**config.mk**
```make
export PLATFORM = sky130hd
export DESIGN_NAME = adc_channel_frame_averager_unit
export DESIGN_NICKNAME = d
export VERILOG_FILES = /design/src/afrm_pkg.sv /design/src/afrm_ram.sv /design/src/afrm_div.sv /design/src/adc_channel_frame_averager_unit.sv
export SDC_FILE = /design/constraint.sdc
export NUM_CORES = 1
export LEC_CHECK = 0
export ABC_AREA = 1
export BUFFER_PORTS_ARGS = -buffer_cell sky130_fd_sc_hd__clkbuf_2
export CAP_MARGIN = 5
export CORE_MARGIN = 8
export CORE_UTILIZATION = 60
export DETAILED_ROUTE_END_ITERATION = 10
export PLACE_DENSITY_LB_ADDON = 0.1
export RECOVER_POWER = 25
export SLEW_MARGIN = 20
export SYNTH_ARGS = -nofsm -noshare
export SYNTH_HDL_FRONTEND = slang
export SYNTH_SLANG_ARGS = --single-unit
```
**constraint.sdc**
```tcl
create_clock -name clk -period 7.2 [get_ports clk]
set_clock_uncertainty 0.1 [all_clocks]
set_input_delay 0.72 -clock clk [delete_from_list [all_inputs] [get_ports clk]]
set_output_delay 0.72 -clock clk [all_outputs]
set_load 0.01 [all_outputs]
```
**src/afrm_pkg.sv**
```systemverilog
`timescale 1ns / 1ps

package afrm_pkg;

  localparam int HW_SLOTS = 8;
  localparam int CH_W = 4;
  localparam int VAL_W = 16;
  localparam int SUM_W = 22;
  localparam int CNT_W = 10;
  localparam int AVG_W = 12;
  localparam int IDX_W = 3;
  localparam int CFG_W = 32;

  localparam logic [SUM_W-1:0] SUM_MAX = {SUM_W{1'b1}};
  localparam logic [AVG_W-1:0] AVG_MAX = {AVG_W{1'b1}};
  localparam int COUNT_HW_MAX = 1023;

  localparam logic CMD_SAMPLE = 1'b0;
  localparam logic CMD_END_FRAME = 1'b1;

  localparam logic REG_SLOT_COUNT = 1'b0;
  localparam logic REG_CHANNEL_MAP = 1'b1;

  localparam logic STATUS_OK = 1'b0;
  localparam logic STATUS_ABORTED = 1'b1;

  typedef struct packed {
    logic             cmd;
    logic [CH_W-1:0]  sample_channel;
    logic [VAL_W-1:0] sample_value;
  } req_t;

  typedef struct packed {
    logic [IDX_W-1:0] slot_index;
    logic [AVG_W-1:0] average;
    logic             has_data;
    logic             status;
    logic             last;
  } rsp_t;

  typedef struct packed {
    logic [SUM_W-1:0] sum;
    logic [CNT_W-1:0] cnt;
    logic [AVG_W-1:0] avg;
  } entry_t;

endpackage

```
**src/afrm_ram.sv**
```systemverilog
`timescale 1ns / 1ps

module afrm_ram #(
  parameter int WIDTH = 44,
  parameter int DEPTH = 8,
  localparam int AW = (DEPTH > 1) ? $clog2(DEPTH) : 1
) (
  input  logic             clk,
  input  logic             we,
  input  logic [AW-1:0]    waddr,
  input  logic [WIDTH-1:0] wdata,
  input  logic [AW-1:0]    raddr,
  output logic [WIDTH-1:0] rdata
);

  logic [WIDTH-1:0] mem [DEPTH];

  always_ff @(posedge clk) begin
    if (we) begin
      mem[waddr] <= wdata;
    end
    rdata <= mem[raddr];
  end

endmodule

```
**src/afrm_div.sv**
```systemverilog
`timescale 1ns / 1ps

module afrm_div (
  input  logic                       clk,
  input  logic                       rst,
  input  logic                       start,
  input  logic [afrm_pkg::SUM_W-1:0] dividend,
  input  logic [afrm_pkg::CNT_W-1:0] divisor,
  output logic                       done,
  output logic [afrm_pkg::SUM_W-1:0] quotient
);

  localparam int STEPS = afrm_pkg::SUM_W;
  localparam int STEP_W = $clog2(STEPS);

  logic                       busy;
  logic [STEP_W-1:0]          step;
  logic [afrm_pkg::CNT_W-1:0] rem;
  logic [afrm_pkg::CNT_W-1:0] dvs;
  logic [afrm_pkg::SUM_W-1:0] quo;

  logic [afrm_pkg::CNT_W:0]   rem_sh;
  logic [afrm_pkg::CNT_W:0]   diff;
  logic                       qbit;

  // restoring division, one quotient bit per cycle
  always_comb begin
    rem_sh = {rem, quo[afrm_pkg::SUM_W-1]};
    diff = rem_sh - {1'b0, dvs};
    qbit = (rem_sh >= {1'b0, dvs});
  end

  always_ff @(posedge clk) begin
    if (rst) begin
      busy <= 1'b0;
      done <= 1'b0;
      step <= '0;
    end else begin
      done <= 1'b0;
      if (start) begin
        busy <= 1'b1;
        step <= '0;
      end else if (busy) begin
        step <= step + 1'b1;
        if (step == STEP_W'(STEPS - 1)) begin
          busy <= 1'b0;
          done <= 1'b1;
        end
      end
    end
  end

  always_ff @(posedge clk) begin
    if (start) begin
      rem <= '0;
      dvs <= divisor;
      quo <= dividend;
    end else if (busy) begin
      rem <= qbit ? diff[afrm_pkg::CNT_W-1:0] : rem_sh[afrm_pkg::CNT_W-1:0];
      quo <= {quo[afrm_pkg::SUM_W-2:0], qbit};
    end
  end

  assign quotient = quo;

endmodule

```
**src/adc_channel_frame_averager_unit.sv**
```systemverilog
`timescale 1ns / 1ps

// Per-channel frame averager. For a converter sample item, the slot's
// accumulator entry is read from the slot RAM, then the updated sum and count
// are written back while the count is below its limit. For an end-of-frame
// item, each active slot in turn is read; the bit-serial divider gives sum /
// count for a slot that saw a sample, a slot that saw none keeps its previous
// average, and the result is emitted as the sum and count clear. An aborted
// frame gives one abort result and a frame with no active slot gives none. No
// new item is taken until the current one is done; a finished result waits in
// the output register, so the block keeps taking samples while it is stalled.
// Accumulators and previous averages clear at reset through per-slot valid
// bits, with no clearing pass.
module adc_channel_frame_averager_unit #(
  parameter int SLOTS = 8,
  parameter int CHANNELS = 10,
  parameter int SAMPLE_BITS = 12,
  parameter int MAX_FRAME_SAMPLES = 1023
) (
  input  logic                       clk,
  input  logic                       rst,
  input  logic                       req_valid,
  output logic                       req_stall,
  input  afrm_pkg::req_t             req,
  output logic                       rsp_valid,
  input  logic                       rsp_stall,
  output afrm_pkg::rsp_t             rsp,
  input  logic                       cfg_we,
  input  logic                       cfg_index,
  input  logic [afrm_pkg::CFG_W-1:0] cfg_data
);

  localparam int NSLOT = (SLOTS < afrm_pkg::HW_SLOTS) ? SLOTS : afrm_pkg::HW_SLOTS;
  localparam int SW = (NSLOT > 1) ? $clog2(NSLOT) : 1;
  localparam int CNT_LIM_I = (MAX_FRAME_SAMPLES < afrm_pkg::COUNT_HW_MAX) ?
                             MAX_FRAME_SAMPLES : afrm_pkg::COUNT_HW_MAX;
  localparam logic [afrm_pkg::CNT_W-1:0] CNT_LIM = afrm_pkg::CNT_W'(CNT_LIM_I);
  localparam int ENTRY_W = $bits(afrm_pkg::entry_t);

  typedef enum logic [6:0] {
    ST_IDLE = 7'b0000001,
    ST_ACC  = 7'b0000010,
    ST_RD   = 7'b0000100,
    ST_DAT  = 7'b0001000,
    ST_DIV  = 7'b0010000,
    ST_EMIT = 7'b0100000,
    ST_ERR  = 7'b1000000
  } state_t;

  state_t state;

  logic [3:0]                 slot_count;
  logic [afrm_pkg::CFG_W-1:0] slot_map;
  logic                       aborted;
  logic [NSLOT-1:0]           frm_ok;
  logic [NSLOT-1:0]           avg_ok;
  logic [SW-1:0]              slot;
  logic [3:0]                 n_q;
  logic [SAMPLE_BITS-1:0]     val;
  logic [afrm_pkg::AVG_W-1:0] avg_q;
  logic                       has_q;

  logic [3:0]                 n_act;
  logic                       hit;
  logic [SW-1:0]              hit_slot;
  logic                       ch_bad;
  logic [SAMPLE_BITS-1:0]     val_eff;
  logic                       req_take;
  logic                       rsp_free;
  logic                       rsp_load;
  logic                       is_last;

  logic                       ram_we;
  logic [SW-1:0]              ram_raddr;
  afrm_pkg::entry_t           ram_wdata;
  afrm_pkg::entry_t           ram_rdata;
  logic [ENTRY_W-1:0]         ram_rdata_raw;

  logic [afrm_pkg::SUM_W-1:0] sum_eff;
  logic [afrm_pkg::CNT_W-1:0] cnt_eff;
  logic [afrm_pkg::AVG_W-1:0] avg_eff;
  logic [afrm_pkg::SUM_W:0]   sum_add;
  logic [afrm_pkg::SUM_W-1:0] sum_new;

  logic                       div_start;
  logic                       div_done;
  logic [afrm_pkg::SUM_W-1:0] div_quo;
  logic [afrm_pkg::AVG_W-1:0] div_avg;

  assign req_stall = (state != ST_IDLE);
  assign req_take = req_valid && !req_stall;
  assign rsp_free = !rsp_valid || !rsp_stall;
  assign rsp_load = ((state == ST_EMIT) || (state == ST_ERR)) && rsp_free;
  assign n_act = (slot_count > 4'(NSLOT)) ? 4'(NSLOT) : slot_count;
  assign is_last = ((4'(slot) + 4'd1) == n_q);

  // first active slot mapped to the sample's channel
  always_comb begin
    hit = 1'b0;
    hit_slot = '0;
    for (int j = NSLOT - 1; j >= 0; j--) begin
      if ((4'(j) < n_act) && (slot_map[4*j +: 4] == req.sample_channel)) begin
        hit = 1'b1;
        hit_slot = SW'(j);
      end
    end
  end

  assign ch_bad = ({1'b0, req.sample_channel} >= 5'(CHANNELS));
  assign val_eff = ((req.sample_value >> SAMPLE_BITS) != '0) ? '0 :
                   req.sample_value[SAMPLE_BITS-1:0];

  assign ram_rdata = afrm_pkg::entry_t'(ram_rdata_raw);
  assign sum_eff = frm_ok[slot] ? ram_rdata.sum : '0;
  assign cnt_eff = frm_ok[slot] ? ram_rdata.cnt : '0;
  assign avg_eff = avg_ok[slot] ? ram_rdata.avg : '0;
  assign sum_add = {1'b0, sum_eff} + (afrm_pkg::SUM_W + 1)'(val);
  assign sum_new = sum_add[afrm_pkg::SUM_W] ? afrm_pkg::SUM_MAX :
                   sum_add[afrm_pkg::SUM_W-1:0];
  assign div_avg = (div_quo > afrm_pkg::SUM_W'(afrm_pkg::AVG_MAX)) ? afrm_pkg::AVG_MAX :
                   div_quo[afrm_pkg::AVG_W-1:0];

  assign ram_raddr = (state == ST_IDLE) ? hit_slot : slot;
  assign div_start = (state == ST_DAT) && (cnt_eff != '0);

  always_comb begin
    ram_we = 1'b0;
    ram_wdata.sum = sum_new;
    ram_wdata.cnt = cnt_eff + 1'b1;
    ram_wdata.avg = avg_eff;
    unique case (state)
      ST_ACC: begin
        ram_we = (cnt_eff < CNT_LIM);
      end
      ST_EMIT: begin
        ram_we = rsp_free;
        ram_wdata.sum = '0;
        ram_wdata.cnt = '0;
        ram_wdata.avg = avg_q;
      end
      default: begin
        ram_we = 1'b0;
      end
    endcase
  end

  afrm_ram #(
    .WIDTH(ENTRY_W),
    .DEPTH(NSLOT)
  ) u_ram (
    .clk  (clk),
    .we   (ram_we),
    .waddr(slot),
    .wdata(ram_wdata),
    .raddr(ram_raddr),
    .rdata(ram_rdata_raw)
  );

  afrm_div u_div (
    .clk     (clk),
    .rst     (rst),
    .start   (div_start),
    .dividend(sum_eff),
    .divisor (cnt_eff),
    .done    (div_done),
    .quotient(div_quo)
  );

  always_ff @(posedge clk) begin
    if (rst) begin
      slot_count <= 4'd1;
      slot_map <= '0;
    end else if (cfg_we) begin
      unique case (cfg_index)
        afrm_pkg::REG_SLOT_COUNT:  slot_count <= cfg_data[3:0];
        afrm_pkg::REG_CHANNEL_MAP: slot_map <= cfg_data;
        default:                   slot_map <= slot_map;
      endcase
    end
  end

  always_ff @(posedge clk) begin
    if (rst) begin
      rsp_valid <= 1'b0;
    end else if (rsp_load) begin
      rsp_valid <= 1'b1;
    end else if (!rsp_stall) begin
      rsp_valid <= 1'b0;
    end
  end

  always_ff @(posedge clk) begin
    if (rst) begin
      state <= ST_IDLE;
      aborted <= 1'b0;
      frm_ok <= '0;
      avg_ok <= '0;
      slot <= '0;
      n_q <= '0;
    end else begin
      if (ram_we) begin
        avg_ok[slot] <= 1'b1;
      end
      unique case (state)
        ST_IDLE: begin
          if (req_take) begin
            if (req.cmd == afrm_pkg::CMD_END_FRAME) begin
              n_q <= n_act;
              slot <= '0;
              if (aborted) begin
                state <= ST_ERR;
              end else if (n_act == 4'd0) begin
                frm_ok <= '0;
              end else begin
                state <= ST_RD;
              end
            end else if (!aborted) begin
              if (ch_bad) begin
                aborted <= 1'b1;
              end else if (hit) begin
                slot <= hit_slot;
                state <= ST_ACC;
              end
            end
          end
        end
        ST_ACC: begin
          if (ram_we) begin
            frm_ok[slot] <= 1'b1;
          end
          state <= ST_IDLE;
        end
        ST_RD: begin
          state <= ST_DAT;
        end
        ST_DAT: begin
          state <= (cnt_eff != '0) ? ST_DIV : ST_EMIT;
        end
        ST_DIV: begin
          if (div_done) begin
            state <= ST_EMIT;
          end
        end
        ST_EMIT: begin
          if (rsp_free) begin
            if (is_last) begin
              frm_ok <= '0;
              state <= ST_IDLE;
            end else begin
              slot <= slot + 1'b1;
              state <= ST_RD;
            end
          end
        end
        ST_ERR: begin
          if (rsp_free) begin
            frm_ok <= '0;
            aborted <= 1'b0;
            state <= ST_IDLE;
          end
        end
        default: begin
          state <= ST_IDLE;
        end
      endcase
    end
  end

  always_ff @(posedge clk) begin
    if (req_take) begin
      val <= val_eff;
    end
    if (state == ST_DAT) begin
      avg_q <= avg_eff;
      has_q <= (cnt_eff != '0);
    end else if ((state == ST_DIV) && div_done) begin
      avg_q <= div_avg;
    end
    if ((state == ST_EMIT) && rsp_free) begin
      rsp.slot_index <= afrm_pkg::IDX_W'(slot);
      rsp.average <= avg_q;
      rsp.has_data <= has_q;
      rsp.status <= afrm_pkg::STATUS_OK;
      rsp.last <= is_last;
    end else if ((state == ST_ERR) && rsp_free) begin
      rsp.slot_index <= '0;
      rsp.average <= '0;
      rsp.has_data <= 1'b0;
      rsp.status <= afrm_pkg::STATUS_ABORTED;
      rsp.last <= 1'b1;
    end
  end

  a_div_done_in_div: assert property (@(posedge clk) disable iff (rst)
    div_done |-> (state == ST_DIV))
    else $error("divider finished outside divide state");

  a_abort_rsp_form: assert property (@(posedge clk) disable iff (rst)
    (rsp_valid && (rsp.status == afrm_pkg::STATUS_ABORTED)) |->
      (rsp.last && !rsp.has_data))
    else $error("abort item not final or carries data");

  a_acc_one_cycle: assert property (@(posedge clk) disable iff (rst)
    (state == ST_ACC) |=> (state == ST_IDLE))
    else $error("accumulate did not return to idle");

  a_ram_we_state: assert property (@(posedge clk) disable iff (rst)
    ram_we |-> ((state == ST_ACC) || (state == ST_EMIT)))
    else $error("slot ram written outside accumulate or emit");

endmodule
```
==> results summary <==
The flow ran to the end, and the final reports show no timing, DRC or antenna violations. The final-layout setup total negative slack is 0 ns. The worst path setup slack after routing is around 1.4 ns.

By area the synthesized netlist is led by sky130_fd_sc_hd__edfxtp_1, sky130_fd_sc_hd__dfxtp_1, sky130_fd_sc_hd__nand2_1, sky130_fd_sc_hd__inv_1, sky130_fd_sc_hd__nand3_1. The layout overhead on the synthesized area came out at 9.41%. For this run, the number of Yosys warnings is 0. The required time of the worst setup path came out at roughly 7.4 ns. The number of sinks on the clock net is 556. When the netlist entered floorplanning its net count stood at ~2.9k. The post-placement worst setup slack is slightly below 2 ns.

In this design, the largest share of critical-path delay is due to simple AND/OR/NAND/NOR gates. The number of buffers and inverters on the critical path is 2. The share of post-route cells with drive strength above 1 is about 7.5%. The cell area that synthesis handed to floorplanning was 0.0258 mm^2. The launch instance of the worst register-to-register path is slot[0]$_SDFFE_PP0P_. From left edge to right edge, the die measures ~220 um. The relative slew slack is under 10%.

The met3 global-route usage came out at roughly 3.6%. The number of hold buffers added after CTS came out at 0. The number of gates on the worst path with buffers counted is 18. On the worst path, the slowest cell contributes a delay of between 0.7 and 0.8 ns.

The global-route track usage on met2 is around two fifths. The worst hold path begins at cfg_data[9]. Leaving out fill and tap cells, the most frequent cell in the layout is sky130_fd_sc_hd__nand2_1. The remaining number of nets flagged by the antenna check after routing came out at 0. Dividing total power by cell area gives a power density of roughly 340 mW/mm^2.

Setup repair after global routing left no endpoint under its margin. The net total in the final layout came out at approximately 3k. The number of cell instances on the worst register-to-register path came out at 18.

The number of DRC markers after the initial detailed-route iteration came out at 2074. The average cell area after synthesis is 9.04 um^2. Hold timing on the final database bottoms out at a slack of between 0.2 and 0.3 ns. The first global-routing pass estimated approximately 100000 um of wire. The total via count after detailed routing is slightly below 20k. The static leakage power is 12.5 nW. The slew at the pin closest to its max-slew limit is ~1.4 ns. Tracing the worst setup path back leads to its startpoint at slot[0]$_SDFFE_PP0P_. Input and output buffers added on the ports amount to just under 80. By instance count, the cell type seen most on the critical path is sky130_fd_sc_hd__nand2_1. The global-route total usage across every layer is between 20% and 30%. The floorplan step defined a die boundary enclosing about 0.050 mm^2. The number of hold violations in the final report is 0. The instance count along the most critical hold path came out at 3. CTS placed an instance of sky130_fd_sc_hd__clkbuf_16 at the clock tree root. The path class of the tightest hold or removal check is in2reg.

The initialized floorplan defines 76 standard-cell rows. The worst-case IR drop observed on VDD is 0.228 mV. Cells fill roughly two thirds of the core in the end.

Traced cell by cell, the critical path runs through nand2_1 -> o21ai_0 -> nand2_1 -> nand2_1 -> nand2_1 -> nand2_1 -> inv_2 -> nor2_1 -> ha_1 -> inv_1 -> fa_1 -> nand3b_1 -> nand2_1 -> nand3_1 -> nand4_1 -> nand4_1 -> or2_1 -> a21oi_1. The die height came out at about 220 um. Dividing the detail-routed via count by the number of cells gives 5.54. The post-synthesis sequential area ratio came out at ~60%. The final-report max-slew violation count is 0. For this run, asynchronously set or reset flops after synthesis account for 0%. The placed instance area came out at around 0.026 mm^2. The post-synthesis instance total is ~2.9k. Summed over its instances, the top area cell type makes up 49.5% of the synthesized netlist area. The first detailed-routing pass took 6 iterations. The final critical path time including I/O delays and setup is ~5.8 ns.

In the synthesized netlist the dominant register cell turns out to be sky130_fd_sc_hd__edfxtp_1. After clock tree synthesis, the clock-pin slew on the worst setup and hold paths is 0.06 ns. The final instance area is 0.0282 mm^2. The number of setup buffers added after CTS came out at 0. The total setup violations reported at the end of the flow is 0. The number of flops mapped to enable cells by yosys is 426. After detailed routing, the average wire length per cell comes to roughly 18 um. Dividing the final minimum period by the clock period gives 80.1%. The worst setup path is captured at a flop. Max-cap violations in this run came to 0. Data on the critical path arrives at its endpoint at 6.01 ns. In the layout the commonest cells are sky130_fd_sc_hd__nand2_1, sky130_fd_sc_hd__inv_1, sky130_fd_sc_hd__edfxtp_1, sky130_fd_sc_hd__nand3_1, sky130_fd_sc_hd__nor2_1. The top fanout value on the critical path is 21. After global routing, the most crowded layer is met2. The type of the setup path with the least slack is reg2reg.

The total overflow reported by the global router is 0. The pin count of the biggest net entering global routing came out at 101. The highest attainable clock frequency is approximately 170 MHz. The largest total area in the synthesized netlist belongs to sky130_fd_sc_hd__edfxtp_1. The met1 track utilization from global routing is a little over a third. The via count of the first global-routing pass came out at approximately 18k. The TritonCTS buffer count is 58. The cell type of the slowest stage on the worst timing path is sky130_fd_sc_hd__nand2_1.

The clock tree from TritonCTS is built. The worst setup path is launched from a flop. The total core area is about 0.043 mm^2. The largest buffer count on any clock path came out at 3.

The total of cells resized after clock tree synthesis is 0. The aggregate routed wire length came out at roughly 64000 um. The remaining design rule violation count came out at 0. Routability-driven placement finished with a final weighted congestion of between 0.9 and 1. The half-perimeter wire length after placement came out at 38400 um.

The synthesized netlist contains 47 unique library cells. For the worst-skew pair, the clock arrives at the later sink with an insertion delay of slightly above 0.6 ns. The H-tree was split into 2 levels.

The total of flip-flops plus latches after synthesis came out at about 560. For this design the top-level I/O count stands at between 70 and 80. The starting utilization of the core area is around three fifths. The number of antenna violations at the first check in global routing came out at 1.
==> flip-flops by register name, summed over array words and instances, names as in the netlist, 4 cells and up <==
name            count
rsp                18
avg_ok              8
u_div.step          5
u_ram.mem         352
avg_q              12
u_div.dvs          10
slot_map           32
u_div.rem          10
u_ram.rdata        44
state               7
u_div.quotient     22
val                12
frm_ok              8
slot_count          4
n_q                 4
==> power breakdown <==
| group | switching (W) | internal, W |
|---|---|---|
| registers | 0.000174 | 0.00388 |
| clock network | 0.00123 | 0.00166 |
| logic | 0.00188 | 0.000754 |
==> layout make-up <==
class / count / area, um^2
diodes: 1 / 2.50
clock buffers: 87 / 1700
clock inverters: 21 / 131
fillers: 3480 / 14500
inverters: 561 / 2110
multi-input cells: 1609 / 7700
flip-flops and latches: 556 / 15400
well taps: 546 / 683
repair buffers: 101 / 526
==> tightest hold or removal path: cells and delay by family <==
family                 cells  cell delay, ns
and+or+nand+nor            1            0.08
buffers and inverters      1            0.07
AOI/OAI and AO/OA          1            0.07
==> routing by layer <==
metal / wire [um] / vias to the layer above / share of wire (%)
li1: - / 9258 / -
met4: 1860 / 0 / 2.9
met2: 29500 / 784 / 46
met5: 0 / - / 0
met1: 27100 / 9115 / 43
met3: 5200 / 133 / 8.2
==> cell families after synthesis <==
logic type	after synthesis	share of synthesized area [%]
xor+xnor	39	1.32
simple gates	1290	21.6
flops	556	59.6
buf+inv	690	10.7
compound gates	251	5.32
fa+ha+maj	29	1.46
==> final timing paths <==
| check | to | slack, ns |
|---|---|---|
| max | u_ram.mem[7][35]$_DFFE_PP_ | 1.43 |
| min | slot_map[9]$_SDFFE_PP0P_ | 0.27 |
| max reg2reg | u_ram.mem[7][35]$_DFFE_PP_ | 1.43 |
| min reg2reg | frm_ok[7]$_SDFFE_PP0P_ | 0.35 |
==> synth_stat cells (13+ instances only) <==
| cell | instances |
|---|---|
| sky130_fd_sc_hd__o21ai_1 | 15 |
| sky130_fd_sc_hd__a22oi_1 | 14 |
| sky130_fd_sc_hd__nand4_1 | 14 |
| sky130_fd_sc_hd__o21ai_0 | 106 |
| sky130_fd_sc_hd__a21oi_1 | 89 |
| sky130_fd_sc_hd__nand3_1 | 407 |
| sky130_fd_sc_hd__nor2_1 | 163 |
| sky130_fd_sc_hd__edfxtp_1 | 426 |
| sky130_fd_sc_hd__clkbuf_1 | 50 |
| sky130_fd_sc_hd__ha_1 | 27 |
| sky130_fd_sc_hd__xnor2_1 | 13 |
| sky130_fd_sc_hd__inv_1 | 545 |
| sky130_fd_sc_hd__inv_2 | 16 |
| sky130_fd_sc_hd__xor2_1 | 26 |
| sky130_fd_sc_hd__nand2_1 | 642 |
| sky130_fd_sc_hd__dfxtp_1 | 130 |
| sky130_fd_sc_hd__buf_2 | 57 |
| sky130_fd_sc_hd__nor3_1 | 22 |
==> metrics by stage <==
step                      total power [W]  cells
final                             0.00958   3482
after global routing               0.0101   3482
after CTS                         0.00959   3481
after detailed placement          0.00672   3373
after global placement            0.00667   3373
after floorplan                   0.00598   2855
No activity file was read; power rests on OpenSTA's default activity.
